[config.mk]
export PLATFORM = sky130hd
export DESIGN_NAME = element_status_page_parser_unit
export DESIGN_NICKNAME = d
export VERILOG_FILES = /design/src/espp_pkg.sv /design/src/espp_front.sv /design/src/espp_queue.sv /design/src/espp_back.sv /design/src/element_status_page_parser_unit.sv
export SDC_FILE = /design/constraint.sdc
export NUM_CORES = 1
export LEC_CHECK = 0
export BUFFER_PORTS_ARGS = -buffer_cell sky130_fd_sc_hd__buf_2
export CORE_MARGIN = 4
export CORE_UTILIZATION = 55
export DETAILED_ROUTE_END_ITERATION = 8
export HOLD_SLACK_MARGIN = 0.08
export PLACE_DENSITY_LB_ADDON = 0.15
export SLEW_MARGIN = 15
export SYNTH_ARGS = -nofsm -noshare
export SYNTH_HDL_FRONTEND = slang
export SYNTH_HIERARCHICAL = 1
export SYNTH_SLANG_ARGS = --single-unit
export TNS_END_PERCENT = 10
[constraint.sdc]
create_clock -name clk_i -period 10.7 [get_ports clk_i]
set_clock_uncertainty 0.05 [all_clocks]
set_input_delay 1.605 -clock clk_i [delete_from_list [all_inputs] [get_ports clk_i]]
set_output_delay 1.605 -clock clk_i [all_outputs]
set_load 0.02 [all_outputs]
[src/espp_pkg.sv]
package espp_pkg;

  // Parse phases of the front end.
  typedef enum logic [2:0] {
    PhReport = 3'd0,
    PhPage   = 3'd1,
    PhDesc   = 3'd2,
    PhSkip   = 3'd3,
    PhDone   = 3'd4
  } phase_e;

  // Configuration register indexes.
  localparam logic [7:0] CfgResponseLimit = 8'd0;
  localparam logic [7:0] CfgStatusLimit   = 8'd1;

  // Register reset values.
  localparam logic [15:0] ResponseLimitRst = 16'd4096;
  localparam logic [15:0] StatusLimitRst   = 16'd65535;

  // Leading descriptor bytes that must be zero for a storage slot to be padding.
  localparam logic [15:0] ZeroCheckBytes = 16'd12;

  // Header and descriptor geometry.
  localparam int unsigned HdrBytes  = 8;
  localparam int unsigned DescBytes = 12;

  // Element type code of a storage page.
  localparam logic [3:0] StorageKind = 4'h2;

  // Bits of descriptor byte 2 and byte 9.
  localparam logic [7:0] FullMask   = 8'h01;
  localparam logic [7:0] ExceptMask = 8'h04;
  localparam logic [7:0] SvalidMask = 8'h80;

  // Result of one parsed byte: an element record, an end record, or both.
  typedef struct packed {
    logic        elem_v;
    logic        end_v;
    logic [15:0] element_address;
    logic [3:0]  element_kind;
    logic        medium_present;
    logic        exception_flag;
    logic        source_known;
    logic [15:0] source_address;
    logic [15:0] record_count;
  } rec_t;

endpackage

[src/espp_front.sv]
module espp_front (
  input  logic                clk_i,
  input  logic                rst_ni,
  input  logic                valid_i,
  input  logic [7:0]          data_i,
  input  logic                last_i,
  input  logic                ready_i,
  input  logic [15:0]         response_limit_i,
  input  logic [15:0]         status_limit_i,
  output logic                push_o,
  output espp_pkg::rec_t      rec_o
);
  import espp_pkg::*;

  phase_e      phase_q, phase_d;
  logic [16:0] bp_q, bp_d;
  logic [16:0] rend_q, rend_d;
  logic [16:0] pend_q, pend_d;
  logic [15:0] dl_q, dl_d;
  logic [3:0]  kind_q, kind_d;
  logic        nz_q, nz_d;
  logic [15:0] cnt_q, cnt_d;
  logic [15:0] idx_q, idx_d;
  logic [7:0]  hdr_q [HdrBytes];
  logic [7:0]  hdr_d [HdrBytes];
  logic [7:0]  desc_q [DescBytes];
  logic [7:0]  desc_d [DescBytes];
  logic [7:0]  view [DescBytes];
  logic        acc;

  assign acc = valid_i & ready_i;

  // Descriptor bytes as they stand once the current byte is taken in.
  always_comb begin
    for (int k = 0; k < DescBytes; k++) begin
      view[k] = (idx_q == 16'(k)) ? data_i : desc_q[k];
    end
  end

  // Parse step for one byte.
  always_comb begin
    logic        fin;
    logic        emit;
    logic        do_inner;
    logic        do_skip;
    logic        do_outer;
    logic [23:0] rb;
    logic [24:0] ext;
    logic [7:0]  flags;
    phase_d  = phase_q;
    bp_d     = bp_q;
    rend_d   = rend_q;
    pend_d   = pend_q;
    dl_d     = dl_q;
    kind_d   = kind_q;
    nz_d     = nz_q;
    cnt_d    = cnt_q;
    idx_d    = idx_q;
    hdr_d    = hdr_q;
    desc_d   = desc_q;
    fin      = 1'b0;
    emit     = 1'b0;
    do_inner = 1'b0;
    do_skip  = 1'b0;
    do_outer = 1'b0;
    rb       = '0;
    ext      = '0;
    flags    = '0;

    unique case (phase_q)
      PhReport: begin
        hdr_d[idx_q[2:0]] = data_i;
        idx_d = idx_q + 16'd1;
        bp_d  = bp_q + 17'd1;
        if (idx_q[2:0] == 3'd7) begin
          rb = {hdr_q[5], hdr_q[6], data_i};
          if (rb == '0) begin
            fin = 1'b1;
          end else begin
            ext = {1'b0, rb} + 25'd8;
            rend_d = (ext > {9'd0, response_limit_i}) ? {1'b0, response_limit_i} : ext[16:0];
            do_outer = 1'b1;
          end
        end
      end
      PhPage: begin
        hdr_d[idx_q[2:0]] = data_i;
        idx_d = idx_q + 16'd1;
        bp_d  = bp_q + 17'd1;
        if (idx_q[2:0] == 3'd7) begin
          rb = {hdr_q[5], hdr_q[6], data_i};
          if ({hdr_q[2], hdr_q[3]} == 16'd0 || rb == '0) begin
            fin = 1'b1;
          end else begin
            ext    = {8'd0, bp_d} + {1'b0, rb};
            pend_d = (ext > {8'd0, rend_q}) ? rend_q : ext[16:0];
            kind_d = hdr_q[0][3:0];
            dl_d   = {hdr_q[2], hdr_q[3]};
            do_inner = 1'b1;
          end
        end
      end
      PhDesc: begin
        if (idx_q < 16'(DescBytes)) begin
          desc_d[idx_q[3:0]] = data_i;
        end
        if (idx_q < ZeroCheckBytes && data_i != 8'd0) begin
          nz_d = 1'b1;
        end
        idx_d = idx_q + 16'd1;
        bp_d  = bp_q + 17'd1;
        if ({1'b0, idx_q} + 17'd1 >= {1'b0, dl_q}) begin
          if (nz_d || kind_q != StorageKind) begin
            emit  = 1'b1;
            cnt_d = cnt_q + 16'd1;
          end
          do_inner = 1'b1;
        end
      end
      PhSkip: begin
        bp_d = bp_q + 17'd1;
        if (bp_d >= pend_d) begin
          do_outer = 1'b1;
        end
      end
      PhDone: begin
        // Bytes after the end record are dropped until the final byte.
      end
      default: begin
        phase_d = PhDone;
      end
    endcase

    // Next descriptor, or leave the page.
    if (do_inner) begin
      if (cnt_d >= status_limit_i) begin
        fin = 1'b1;
      end else if ({1'b0, bp_d} + {2'b0, dl_d} <= {1'b0, pend_d}) begin
        if (dl_d < 16'd2) begin
          do_skip = 1'b1;
        end else begin
          phase_d = PhDesc;
          idx_d   = '0;
          nz_d    = 1'b0;
        end
      end else begin
        do_skip = 1'b1;
      end
    end

    // Skip what is left of the page.
    if (do_skip) begin
      if (bp_d >= pend_d) begin
        do_outer = 1'b1;
      end else begin
        phase_d = PhSkip;
      end
    end

    // Another page header, or the end of the report.
    if (do_outer) begin
      if ({1'b0, bp_d} + 18'd8 <= {1'b0, rend_d} && cnt_d < status_limit_i) begin
        phase_d = PhPage;
        idx_d   = '0;
      end else begin
        fin = 1'b1;
      end
    end

    if (fin) begin
      phase_d = PhDone;
    end

    // The final byte closes any open parse and rearms for a new report.
    if (last_i) begin
      if (phase_d != PhDone) begin
        fin = 1'b1;
      end
      phase_d = PhReport;
      bp_d    = '0;
      rend_d  = '0;
      pend_d  = '0;
      dl_d    = '0;
      kind_d  = '0;
      nz_d    = 1'b0;
      idx_d   = '0;
    end

    // Record built from this byte.
    flags = (dl_q >= 16'd3) ? view[2] : 8'd0;
    rec_o.elem_v          = emit;
    rec_o.end_v           = fin;
    rec_o.element_address = {view[0], view[1]};
    rec_o.element_kind    = kind_q;
    rec_o.medium_present  = (flags & FullMask) != 8'd0;
    rec_o.exception_flag  = (flags & ExceptMask) != 8'd0;
    rec_o.source_known    = (dl_q >= 16'd12) && ((view[9] & SvalidMask) != 8'd0);
    rec_o.source_address  = (dl_q >= 16'd12) ? {view[10], view[11]} : 16'd0;
    rec_o.record_count    = cnt_d;
    push_o = acc & (emit | fin);

    if (last_i) begin
      cnt_d = '0;
    end
  end

  // Control state.
  always_ff @(posedge clk_i or negedge rst_ni) begin
    if (!rst_ni) begin
      phase_q <= PhReport;
      bp_q    <= '0;
      rend_q  <= '0;
      pend_q  <= '0;
      dl_q    <= '0;
      kind_q  <= '0;
      nz_q    <= 1'b0;
      cnt_q   <= '0;
      idx_q   <= '0;
    end else if (acc) begin
      phase_q <= phase_d;
      bp_q    <= bp_d;
      rend_q  <= rend_d;
      pend_q  <= pend_d;
      dl_q    <= dl_d;
      kind_q  <= kind_d;
      nz_q    <= nz_d;
      cnt_q   <= cnt_d;
      idx_q   <= idx_d;
    end
  end

  // Header and descriptor byte stores.
  always_ff @(posedge clk_i) begin
    if (acc) begin
      hdr_q  <= hdr_d;
      desc_q <= desc_d;
    end
  end

endmodule

[src/espp_queue.sv]
module espp_queue (
  input  logic           clk_i,
  input  logic           rst_ni,
  input  logic           push_i,
  input  espp_pkg::rec_t wdata_i,
  output logic           ready_o,
  output logic           valid_o,
  output espp_pkg::rec_t rdata_o,
  input  logic           pop_i
);
  import espp_pkg::*;

  localparam int unsigned Depth = 4;

  rec_t        mem_q [Depth];
  logic [1:0]  wptr_q, wptr_d;
  logic [1:0]  rptr_q, rptr_d;
  logic [2:0]  fill_q, fill_d;
  logic        do_push;
  logic        do_pop;

  assign ready_o = fill_q != 3'(Depth);
  assign valid_o = fill_q != 3'd0;
  assign rdata_o = mem_q[rptr_q];
  assign do_push = push_i & ready_o;
  assign do_pop  = pop_i & valid_o;

  // Pointer and fill updates.
  always_comb begin
    wptr_d = do_push ? wptr_q + 2'd1 : wptr_q;
    rptr_d = do_pop ? rptr_q + 2'd1 : rptr_q;
    fill_d = fill_q + 3'(do_push) - 3'(do_pop);
  end

  always_ff @(posedge clk_i or negedge rst_ni) begin
    if (!rst_ni) begin
      wptr_q <= '0;
      rptr_q <= '0;
      fill_q <= '0;
    end else begin
      wptr_q <= wptr_d;
      rptr_q <= rptr_d;
      fill_q <= fill_d;
    end
  end

  // Entry storage.
  always_ff @(posedge clk_i) begin
    if (do_push) begin
      mem_q[wptr_q] <= wdata_i;
    end
  end

endmodule

[src/espp_back.sv]
module espp_back (
  input  logic           clk_i,
  input  logic           rst_ni,
  input  logic           valid_i,
  input  espp_pkg::rec_t rec_i,
  output logic           pop_o,
  output logic           m_valid_o,
  input  logic           m_ready_i,
  output logic           m_kind_o,
  // element_address, element_kind, medium_present, exception_flag,
  // source_known, source_address, record_count, one zero pad bit
  output logic [55:0]    m_data_o
);
  import espp_pkg::*;

  logic        vld_q, vld_d;
  logic        half_q, half_d;
  logic        kind_q, kind_d;
  logic [55:0] data_q, data_d;
  logic        load;

  assign load = !vld_q || m_ready_i;

  // Split a queue entry into its element record and its end record.
  always_comb begin
    vld_d  = vld_q;
    half_d = half_q;
    kind_d = kind_q;
    data_d = data_q;
    pop_o  = 1'b0;
    if (load) begin
      vld_d = valid_i;
      if (valid_i) begin
        if (rec_i.elem_v && !half_q) begin
          kind_d = 1'b0;
          data_d = {1'b0, rec_i.record_count, rec_i.source_address, rec_i.source_known,
                    rec_i.exception_flag, rec_i.medium_present, rec_i.element_kind,
                    rec_i.element_address};
          if (rec_i.end_v) begin
            half_d = 1'b1;
          end else begin
            pop_o = 1'b1;
          end
        end else begin
          kind_d = 1'b1;
          data_d = {1'b0, rec_i.record_count, 39'd0};
          half_d = 1'b0;
          pop_o  = 1'b1;
        end
      end
    end
  end

  always_ff @(posedge clk_i or negedge rst_ni) begin
    if (!rst_ni) begin
      vld_q  <= 1'b0;
      half_q <= 1'b0;
    end else begin
      vld_q  <= vld_d;
      half_q <= half_d;
    end
  end

  // Output payload.
  always_ff @(posedge clk_i) begin
    kind_q <= kind_d;
    data_q <= data_d;
  end

  assign m_valid_o = vld_q;
  assign m_kind_o  = kind_q;
  assign m_data_o  = data_q;

endmodule

[src/element_status_page_parser_unit.sv]
// Element status report parser.
// The slave stream carries one response byte per request in s_axis_tdata,
// with s_axis_tlast on the last byte of the response. The master stream
// carries one record per request: m_axis_tuser is 0 for an element record
// and 1 for the end record that closes each report with the record count.
// The configuration channel writes the buffer length (index 0) and the
// record limit (index 1); write it only while the block is idle.
// Throughput is one byte per cycle while the queue has room. The front
// end parses a byte in the cycle it is taken; its record then passes
// through the queue and the output register. One byte can close a
// descriptor and the report at once; its two records leave in turn.
// A four-entry queue separates parsing from output. When the receiver
// stalls, records pile up there and s_axis_tready drops once it is full.
// Reset empties the queue and the output register, rearms the parser for
// a new report and loads the register defaults (4096 and 65535). After
// the last byte the parser rearms the same way and keeps the registers.
module element_status_page_parser_unit (
  input  logic        clk_i,
  input  logic        rst_ni,
  input  logic        s_axis_tvalid,
  output logic        s_axis_tready,
  // data_byte
  input  logic [7:0]  s_axis_tdata,
  input  logic        s_axis_tlast,
  output logic        m_axis_tvalid,
  input  logic        m_axis_tready,
  // element_address, element_kind, medium_present, exception_flag,
  // source_known, source_address, record_count, one zero pad bit
  output logic [55:0] m_axis_tdata,
  // record_kind
  output logic        m_axis_tuser,
  input  logic        cfg_valid_i,
  output logic        cfg_ready_o,
  input  logic [7:0]  cfg_index_i,
  input  logic [15:0] cfg_data_i
);
  import espp_pkg::*;

  logic [15:0] response_limit_q;
  logic [15:0] status_limit_q;
  logic        q_ready;
  logic        q_valid;
  logic        push;
  logic        pop;
  rec_t        wrec;
  rec_t        rrec;

  assign cfg_ready_o   = 1'b1;
  assign s_axis_tready = q_ready;

  // Configuration registers.
  always_ff @(posedge clk_i or negedge rst_ni) begin
    if (!rst_ni) begin
      response_limit_q <= ResponseLimitRst;
      status_limit_q   <= StatusLimitRst;
    end else if (cfg_valid_i) begin
      if (cfg_index_i == CfgResponseLimit) begin
        response_limit_q <= cfg_data_i;
      end
      if (cfg_index_i == CfgStatusLimit) begin
        status_limit_q <= cfg_data_i;
      end
    end
  end

  espp_front u_front (
    .clk_i            (clk_i),
    .rst_ni           (rst_ni),
    .valid_i          (s_axis_tvalid),
    .data_i           (s_axis_tdata),
    .last_i           (s_axis_tlast),
    .ready_i          (q_ready),
    .response_limit_i (response_limit_q),
    .status_limit_i   (status_limit_q),
    .push_o           (push),
    .rec_o            (wrec)
  );

  espp_queue u_queue (
    .clk_i   (clk_i),
    .rst_ni  (rst_ni),
    .push_i  (push),
    .wdata_i (wrec),
    .ready_o (q_ready),
    .valid_o (q_valid),
    .rdata_o (rrec),
    .pop_i   (pop)
  );

  espp_back u_back (
    .clk_i     (clk_i),
    .rst_ni    (rst_ni),
    .valid_i   (q_valid),
    .rec_i     (rrec),
    .pop_o     (pop),
    .m_valid_o (m_axis_tvalid),
    .m_ready_i (m_axis_tready),
    .m_kind_o  (m_axis_tuser),
    .m_data_o  (m_axis_tdata)
  );

endmodule

# Word level (Yosys, flattened, before mapping)
# Memories as Yosys holds them, arrays and structs flattened.
# Cells that the tools add are included.
[classes] add_sub_neg=12 magnitude_cmp=17 n_eq_ne=16 mux=102 bitwise_logic=7 n_reduce_logical=31
[op_table] op="16-bit 2-to-1 mux" count=17
[op_table] op="17-bit 2-to-1 mux" count=12
[op_table] op="96-bit bitwise mux" count=1
[op_table] op="64-bit bitwise mux" count=1
[op_table] op="8-bit 2-to-1 mux" count=7
[op_table] op="16-bit by 4-bit == test with 1-bit output, second input constant" count=3
[op_table] op="1-bit 2-to-1 mux" count=42
[op_table] op="3-bit 2-to-1 mux" count=13
[op_table] op="18-bit by 17-bit less-or-equal comparator with 1-bit output" count=2
[op_table] op="17-bit greater-or-equal comparator" count=2
[op_table] op="16-bit by 1-bit adder with 16-bit output, second input constant" count=2
[op_table] op="8-bit demux with 4-bit select" count=1
[op_table] op="16-bit logical NOT" count=2
[op_table] op="17-bit by 24-bit adder with 25-bit output" count=1
[op_table] op="24-bit by 4-bit adder with 25-bit output, second input constant" count=1
[op_table] op="25-bit by 16-bit > comparator with 1-bit output" count=1
[op_table] op="25-bit by 17-bit > comparator with 1-bit output" count=1
[op_table] op="8-bit demux with 3-bit select" count=1
[op_table] op="24-bit logical NOT" count=1
[op_table] op="17-bit by 16-bit adder with 18-bit output" count=1
[op_table] op="17-bit by 4-bit adder with 18-bit output, second input constant" count=1
[op_table] op="16-bit by 1-bit adder with 17-bit output, second input constant" count=1
[op_table] op="17-bit by 1-bit adder with 17-bit output, second input constant" count=1
[op_table] op="17-bit by 16-bit greater-or-equal comparator with 1-bit output" count=1
[op_table] op="other kinds (43)" count=69
[totals] regBits=365 ram_bits=228 input_bits=38 out_inout_bits=60 word_cells=225 n_memories=1
[mem_list] name="u_queue.mem_q" words=4 width=57 read_ports=1 rd_ports_with_merged_regs=0 write_ports=1 line_no="espp_queue.sv:15" text="rec_t mem_q [Depth];"

# Logic depth before layout (Yosys ltp)
[logic_depth] depth_word=24 ltp_mapped=41 mapped_depth_nobuf=40

# Hierarchy
# Netlist, hierarchy kept.
[by_module_without_submodules] module="espp_front" instances=1 cells_each=1787 area_each_um2=15690.0 seq_area_each_um2=4809.6
[by_module_without_submodules] module="espp_queue" instances=1 cells_each=339 area_each_um2=8698.3 seq_area_each_um2=7021.7
[by_module_without_submodules] module="espp_back" instances=1 cells_each=112 area_each_um2=2072.0 seq_area_each_um2=1731.7
[by_module_without_submodules] module="element_status_page_parser_unit" instances=1 cells_each=74 area_each_um2=1311.3 seq_area_each_um2=822.0

# Worst setup path before layout
# Ideal clock, no wire load.
[synth_timing] path_kind="input to register" startpoint="input port s_axis_tdata[0]" endpoint="memory u_queue/mem_q[3][0] (netlist bit) (enable)" setup_ps=421 arrival_ps=8611 required_ps=10229 slack_ps=1618 path_stages=28 path_buffers=1 path_cell_list="ha_1 -> fa_1 -> a211oi_2 -> o211ai_1 -> nand2_1 -> o31ai_2 -> a211oi_2 -> xnor2_1 -> ha_1 -> a21oi_1 -> o21ai_0 -> a211o_1 -> o21ai_0 -> o211ai_1 -> or3_1 -> clkbuf_1 -> nor3_1 -> a211oi_1 -> ha_1 -> nand2_1 -> nor4_1 -> o31ai_1 -> nand3_1 -> a221oi_4 -> o41ai_2 -> a211oi_4 -> a31oi_1 -> and3b_1"
[synth_via] elab_chain_cells=24 elab_cells_between_ends=74 cone_classes="3 x add/sub; 8 x order compare; 1 x eq/ne; 53 x mux; 3 x bitwise; 6 x reduce/logical"
[synth_lines] item="from (decl)" line_no="element_status_page_parser_unit.sv:23" text="input logic [7:0] s_axis_tdata,"
[synth_lines] item="branches (longest 19 deep; another with 17-bit by 24-bit adder with 25-bit output)"
[synth_lines] item="1-bit OR *" line_no="espp_front.sv:200" text="push_o = acc & (emit | fin);"
[synth_lines] item="1-bit AND *" line_no="espp_front.sv:200"
[synth_lines] item="named net push" line_no="element_status_page_parser_unit.sv:43" text="logic push;"
[synth_lines] item="1-bit AND *" line_no="espp_queue.sv:25" text="assign do_push = push_i & ready_o;"
[synth_lines] item="1-bit 2-to-1 mux *" line_no="espp_queue.sv:49" text="if (do_push) begin"
[synth_lines] item="1-bit 2-to-1 mux (not written as such) *" line_no="espp_queue.sv:50" text="mem_q[wptr_q] <= wdata_i;"
[synth_lines] item="to (decl)" line_no="espp_queue.sv:15"
# Mark *: on every way through the listed nets, which the timed path passes. The select of a mux whose other input is x is not followed.

# Worst setup path in the final report
[layout_timing] startpoint="register u_front.bp_q[0]" endpoint="register u_queue.fill_q[2]"
[layout_via] elab_chain_cells=24 elab_cells_between_ends=40 cone_classes="6 x add/sub; 5 x order compare; 1 x eq/ne; 24 x mux; 3 x bitwise; 1 x reduce/logical"
[layout_lines] item="from (decl)" line_no="espp_front.sv:16" text="logic [16:0] bp_q, bp_d;"
[layout_lines] item="from (signal assigned)" line_no="espp_front.sv:221" text="bp_q <= bp_d;"
[layout_lines] item="17-bit by 1-bit adder with 17-bit output"
[layout_lines] item="17-bit by 24-bit adder with 25-bit output" line_no="espp_front.sv:95" text="ext = {8'd0, bp_d} + {1'b0, rb};"
[layout_lines] item="25-bit by 17-bit > comparator with 1-bit output" line_no="espp_front.sv:96" text="pend_d = (ext > {8'd0, rend_q}) ? rend_q : ext[16:0];"
[layout_lines] item="17-bit 2-to-1 mux" line_no="espp_front.sv:96"
[layout_lines] item="17-bit 2-to-1 mux" line_no="espp_front.sv:92" text="if ({hdr_q[2], hdr_q[3]} == 16'd0 || rb == '0) begin"
[layout_lines] item="17-bit 2-to-1 mux" line_no="espp_front.sv:90" text="if (idx_q[2:0] == 3'd7) begin"
[layout_lines] item="17-bit 2-to-1 mux" line_no="espp_front.sv:70" text="unique case (phase_q)"
[layout_lines] item="18-bit by 17-bit less-or-equal comparator with 1-bit output" line_no="espp_front.sv:138" text="end else if ({1'b0, bp_d} + {2'b0, dl_d} <= {1'b0, pend_d}) begin"
[layout_lines] item="[... 10 more ...]"
[layout_lines] item="1-bit 2-to-1 mux *" line_no="espp_front.sv:175" text="if (last_i) begin"
[layout_lines] item="1-bit OR *" line_no="espp_front.sv:200"
[layout_lines] item="1-bit AND *" line_no="espp_front.sv:200"
[layout_lines] item="named net push" line_no="element_status_page_parser_unit.sv:43"
[layout_lines] item="1-bit AND *" line_no="espp_queue.sv:25"
[layout_lines] item="3-bit by 1-bit adder with 3-bit output *" line_no="espp_queue.sv:32" text="fill_d = fill_q + 3'(do_push) - 3'(do_pop);"
[layout_lines] item="3-bit by 1-bit subtractor with 3-bit output *" line_no="espp_queue.sv:32"
[layout_lines] item="named net u_queue.fill_d[2]" line_no="espp_queue.sv:18" text="logic [2:0] fill_q, fill_d;"
[layout_lines] item="to (signal assigned)" line_no="espp_queue.sv:43" text="fill_q <= fill_d;"
[layout_lines] item="to (decl)" line_no="espp_queue.sv:18"
# The timed path passes the listed nets; every way through them passes the cells marked *.
# A chain may end at the register's enable or synchronous reset.

==> impl_metrics.csv <==
group,metric,value,unit
power_and_ir_drop,p_total,5.92,mW
cells_and_area,nets,2619,
cts,post_cts.repair.setup_buffers,0,
drt,route.detailed.drc,0,
sta,slew_headroom,27.8,%
power_and_ir_drop,p_per_area,193,mW/mm2
min_path,hold_class,"reg -> reg",
power_and_ir_drop,vdd_drop_max,0.139,mV
cells_and_area,design_area,0.0307,mm2
cells_and_area,antennaDiodeCount,0,
cells_and_area,final_layout_size_suffix_gt1_share,16.4,%
worst_setup_path,cp_data_arrival_time,10290,ps
floorplanning,dieHeight,233,um
place,placed_cell_area,0.0289,mm2
job,maxCapViolations,0,
worst_setup_path,reg2reg_depth,39,
place,dp_slack,797,ps
worst_setup_path,cp_slowest_cell,"dfrtp_1",
cts,cts_resized,0,
yosys,synth-edff-count,355,
drt,wire_per_inst,24.6,um
min_path,min_path_cells,1,
drt,drt_iter0_markers,1660,
cts,cts_tree,"built",
cells_and_area,layout_commonest_cell,"edfxtp_1",
sta,setup_tns,0,ps
global_route,grt-ovfl-total,0,
cells_and_area,synthToLayoutAreaGrowth,10.6,%
sta,finalCritPeriodShare,91.7,%
power_and_ir_drop,p_leak,12.1,nW
floorplanning,initial_core_util,55.5,%
global_route,antenna_found_initial,1,
global_route,grt_pass1_vias,19000,
drt,vias_per_cell,6.26,
worst_setup_path,crit_type,"reg -> reg",
sta,min_period,9810,ps
place,place_inst,3011,
floorplanning,die_x,233,um
cells_and_area,most-common-layout-cells,"edfxtp_1 (355), nand2_1 (197), ha_1 (184)",
worst_setup_path,crit_path_frequent_cell,"ha_1",
worst_setup_path,cp-start-kind,"register",
place,dp_hpwl,55400,um
cts,cts.sinks,503,
cts,cts_max_level,2,
drt,ant_nets,0,
global_route,grt_pass1_wl,116000,um
yosys,ys_types,108,
cts,cts_hold_buf,0,
yosys,synth_seq_area_share,51.8,%
sta,rsz0062_at_grt,"no",
yosys,async_flop_share,29.4,%
worst_setup_path,slowest_delay,560,ps
drt,via_count,19500,
sta,setup_ws,889,ps
place,place.gp.congestion,1.02,
outcome,status,"finished clean",
cts,cts.root.buffer_cell,"clkbuf_16",
cells_and_area,stdcell_count,3111,
floorplanning,fp.dieArea,0.0542,mm2
cts,clkLatencyLatePin,610,ps
cts,numCtsBuffers,53,
yosys,yosysWarnings,6,
drt,drt_wl_total,76500,um
yosys,ys.flop_type,"edfxtp_1",
sta,timing.final.max_slew_violations,0,
sta,finalSetupViolations,0,
place,portBuffers,95,
floorplanning,coreArea,0.0501,mm2
global_route,grt_max_degree,58,
sta,hold_violations,0,
worst_setup_path,crit_path_end_kind,"register",
drt,first_pass_iters,6,
sta,holdWs,434,ps
cts,cts.reportedPaths.clkPinSlew,60,ps
worst_setup_path,critPathMaxFanout,16,
yosys,syn-instance-count,2312,
yosys,syn_avg_cell_area,12.0,um2
floorplanning,ios,98,
worst_setup_path,required,11180,ps
sta,fmax,0.102,GHz
cts,ctsLongestPathBuffers,3,
global_route,track_usage,28.1,%
yosys,syn_nets,2537,
yosys,syn_area,0.0278,mm2
sta,worstMarginPinSlew,1070,ps
floorplanning,placementRows,82,
yosys,ys_ff_latch,503,
cells_and_area,utilization,61.3,%
power by group:
group / leakage, nW / internal (mW) / switching (mW) / total (mW)
Clock: 0.865 / 1.12 / 0.776 / 1.90
Sequential: 5.36 / 2.41 / 0.121 / 2.53
Combinational: 5.92 / 0.590 / 0.904 / 1.49
Total: 12.1 / 4.12 / 1.80 / 5.92
worst paths after layout:
path / to / slack [ps] / start
min: u_front/kind_q[3] / 430 / u_front/hdr_q[59]
min reg2reg: u_front/kind_q[3] / 430 / u_front/hdr_q[59]
min in group asynchronous: u_front/bp_q[6] / 890 / rst_ni
max in group asynchronous: u_front/idx_q[0] / 7950 / rst_ni
max: u_queue/fill_q[2] / 890 / u_front/bp_q[0]
max reg2reg: u_queue/fill_q[2] / 890 / u_front/bp_q[0]
flip-flops by register name, indices dropped and copies added (netlist names):
register and flops:
u_front/cnt_q 16, u_front/idx_q 16, u_queue/fill_q 3, u_back/half_q 1, u_back/m_valid_o 1, u_back/m_data_o 55, u_front/nz_q 1, response_limit_q 16
u_front/desc_q 35, u_back/m_kind_o 1, u_front/kind_q 4, u_front/phase_q 3, u_front/bp_q 17, u_front/dl_q 16, u_front/hdr_q 36, u_queue/wptr_q 2
status_limit_q 16, u_front/rend_q 17, u_queue/mem_q 228, u_front/pend_q 17, u_queue/rptr_q 2
logic make-up (layout without fill, tap and decap cells):
family / count (synthesis) / after routing / synth area share [%]
and+or+nand+nor: 651 / 651 / 12.1
DFF: 503 / 503 / 51.8
AOI/OAI and AO/OA: 463 / 463 / 11.8
buffers and inverters: 242 / 369 / 3.86
adders and majority gates: 187 / 187 / 8.51
muxes: 152 / 152 / 8.45
xor gates and xnor gates: 112 / 112 / 3.53
other: 2 / 2 / 0.0270
final cells by class:
cell class	count	area, um2
fill	3987	19400
sequential	503	14400
multi-input combinational	1567	12300
clock buffer	69	1400
tap	672	841
timing repair buffer	135	832
inverter	134	509
clock inverter	31	404
metal layers:
layer  vias to the layer above  share of wire [%]  global-route usage [%]
li1                       8851                  -                       -
met1                      9656                 41                    38.2
met2                       791                 48                    46.3
met3                       185                6.0                    3.17
met4                         0                4.8                    12.0
met5                         -                  0                       0
Yosys cell counts, types with 10 or more instances:
cell,count,area [um2]
a211oi_1,33,248
a21o_1,30,225
a21oi_1,90,450
a221o_1,12,120
a32o_1,15,150
and2_1,48,300
and3_1,30,188
buf_2,29,145
buf_4,14,105
clkbuf_1,50,188
dfrtp_1,131,3280
dfstp_2,17,447
edfxtp_1,355,10700
ha_1,184,2300
inv_1,131,492
mux2_2,41,462
mux2_4,10,150
mux2i_1,36,360
mux4_2,57,1280
nand2_1,197,739
nand2b_1,15,93.8
nand3_1,61,305
nand4_1,37,231
nor2_1,118,443
nor2b_1,13,81.3
nor3_1,34,170
nor4_1,26,163
o2111ai_1,14,123
o211ai_1,20,150
o21a_1,16,120
o21ai_0,108,541
o21ai_1,16,80.1
o31ai_1,17,128
or3_1,12,75.1
xnor2_1,76,666
xor2_1,36,315
worst max-delay path: cells and delay by family (launching register included):
family / cells / cell delay [ps]
xor+xnor: 4 / 1030
buf+inv: 2 / 350
simple gates: 8 / 1690
flops: 1 / 560
fa+ha+maj: 7 / 2070
compound gates: 18 / 4030
Power figures use the tool's default switching activity.
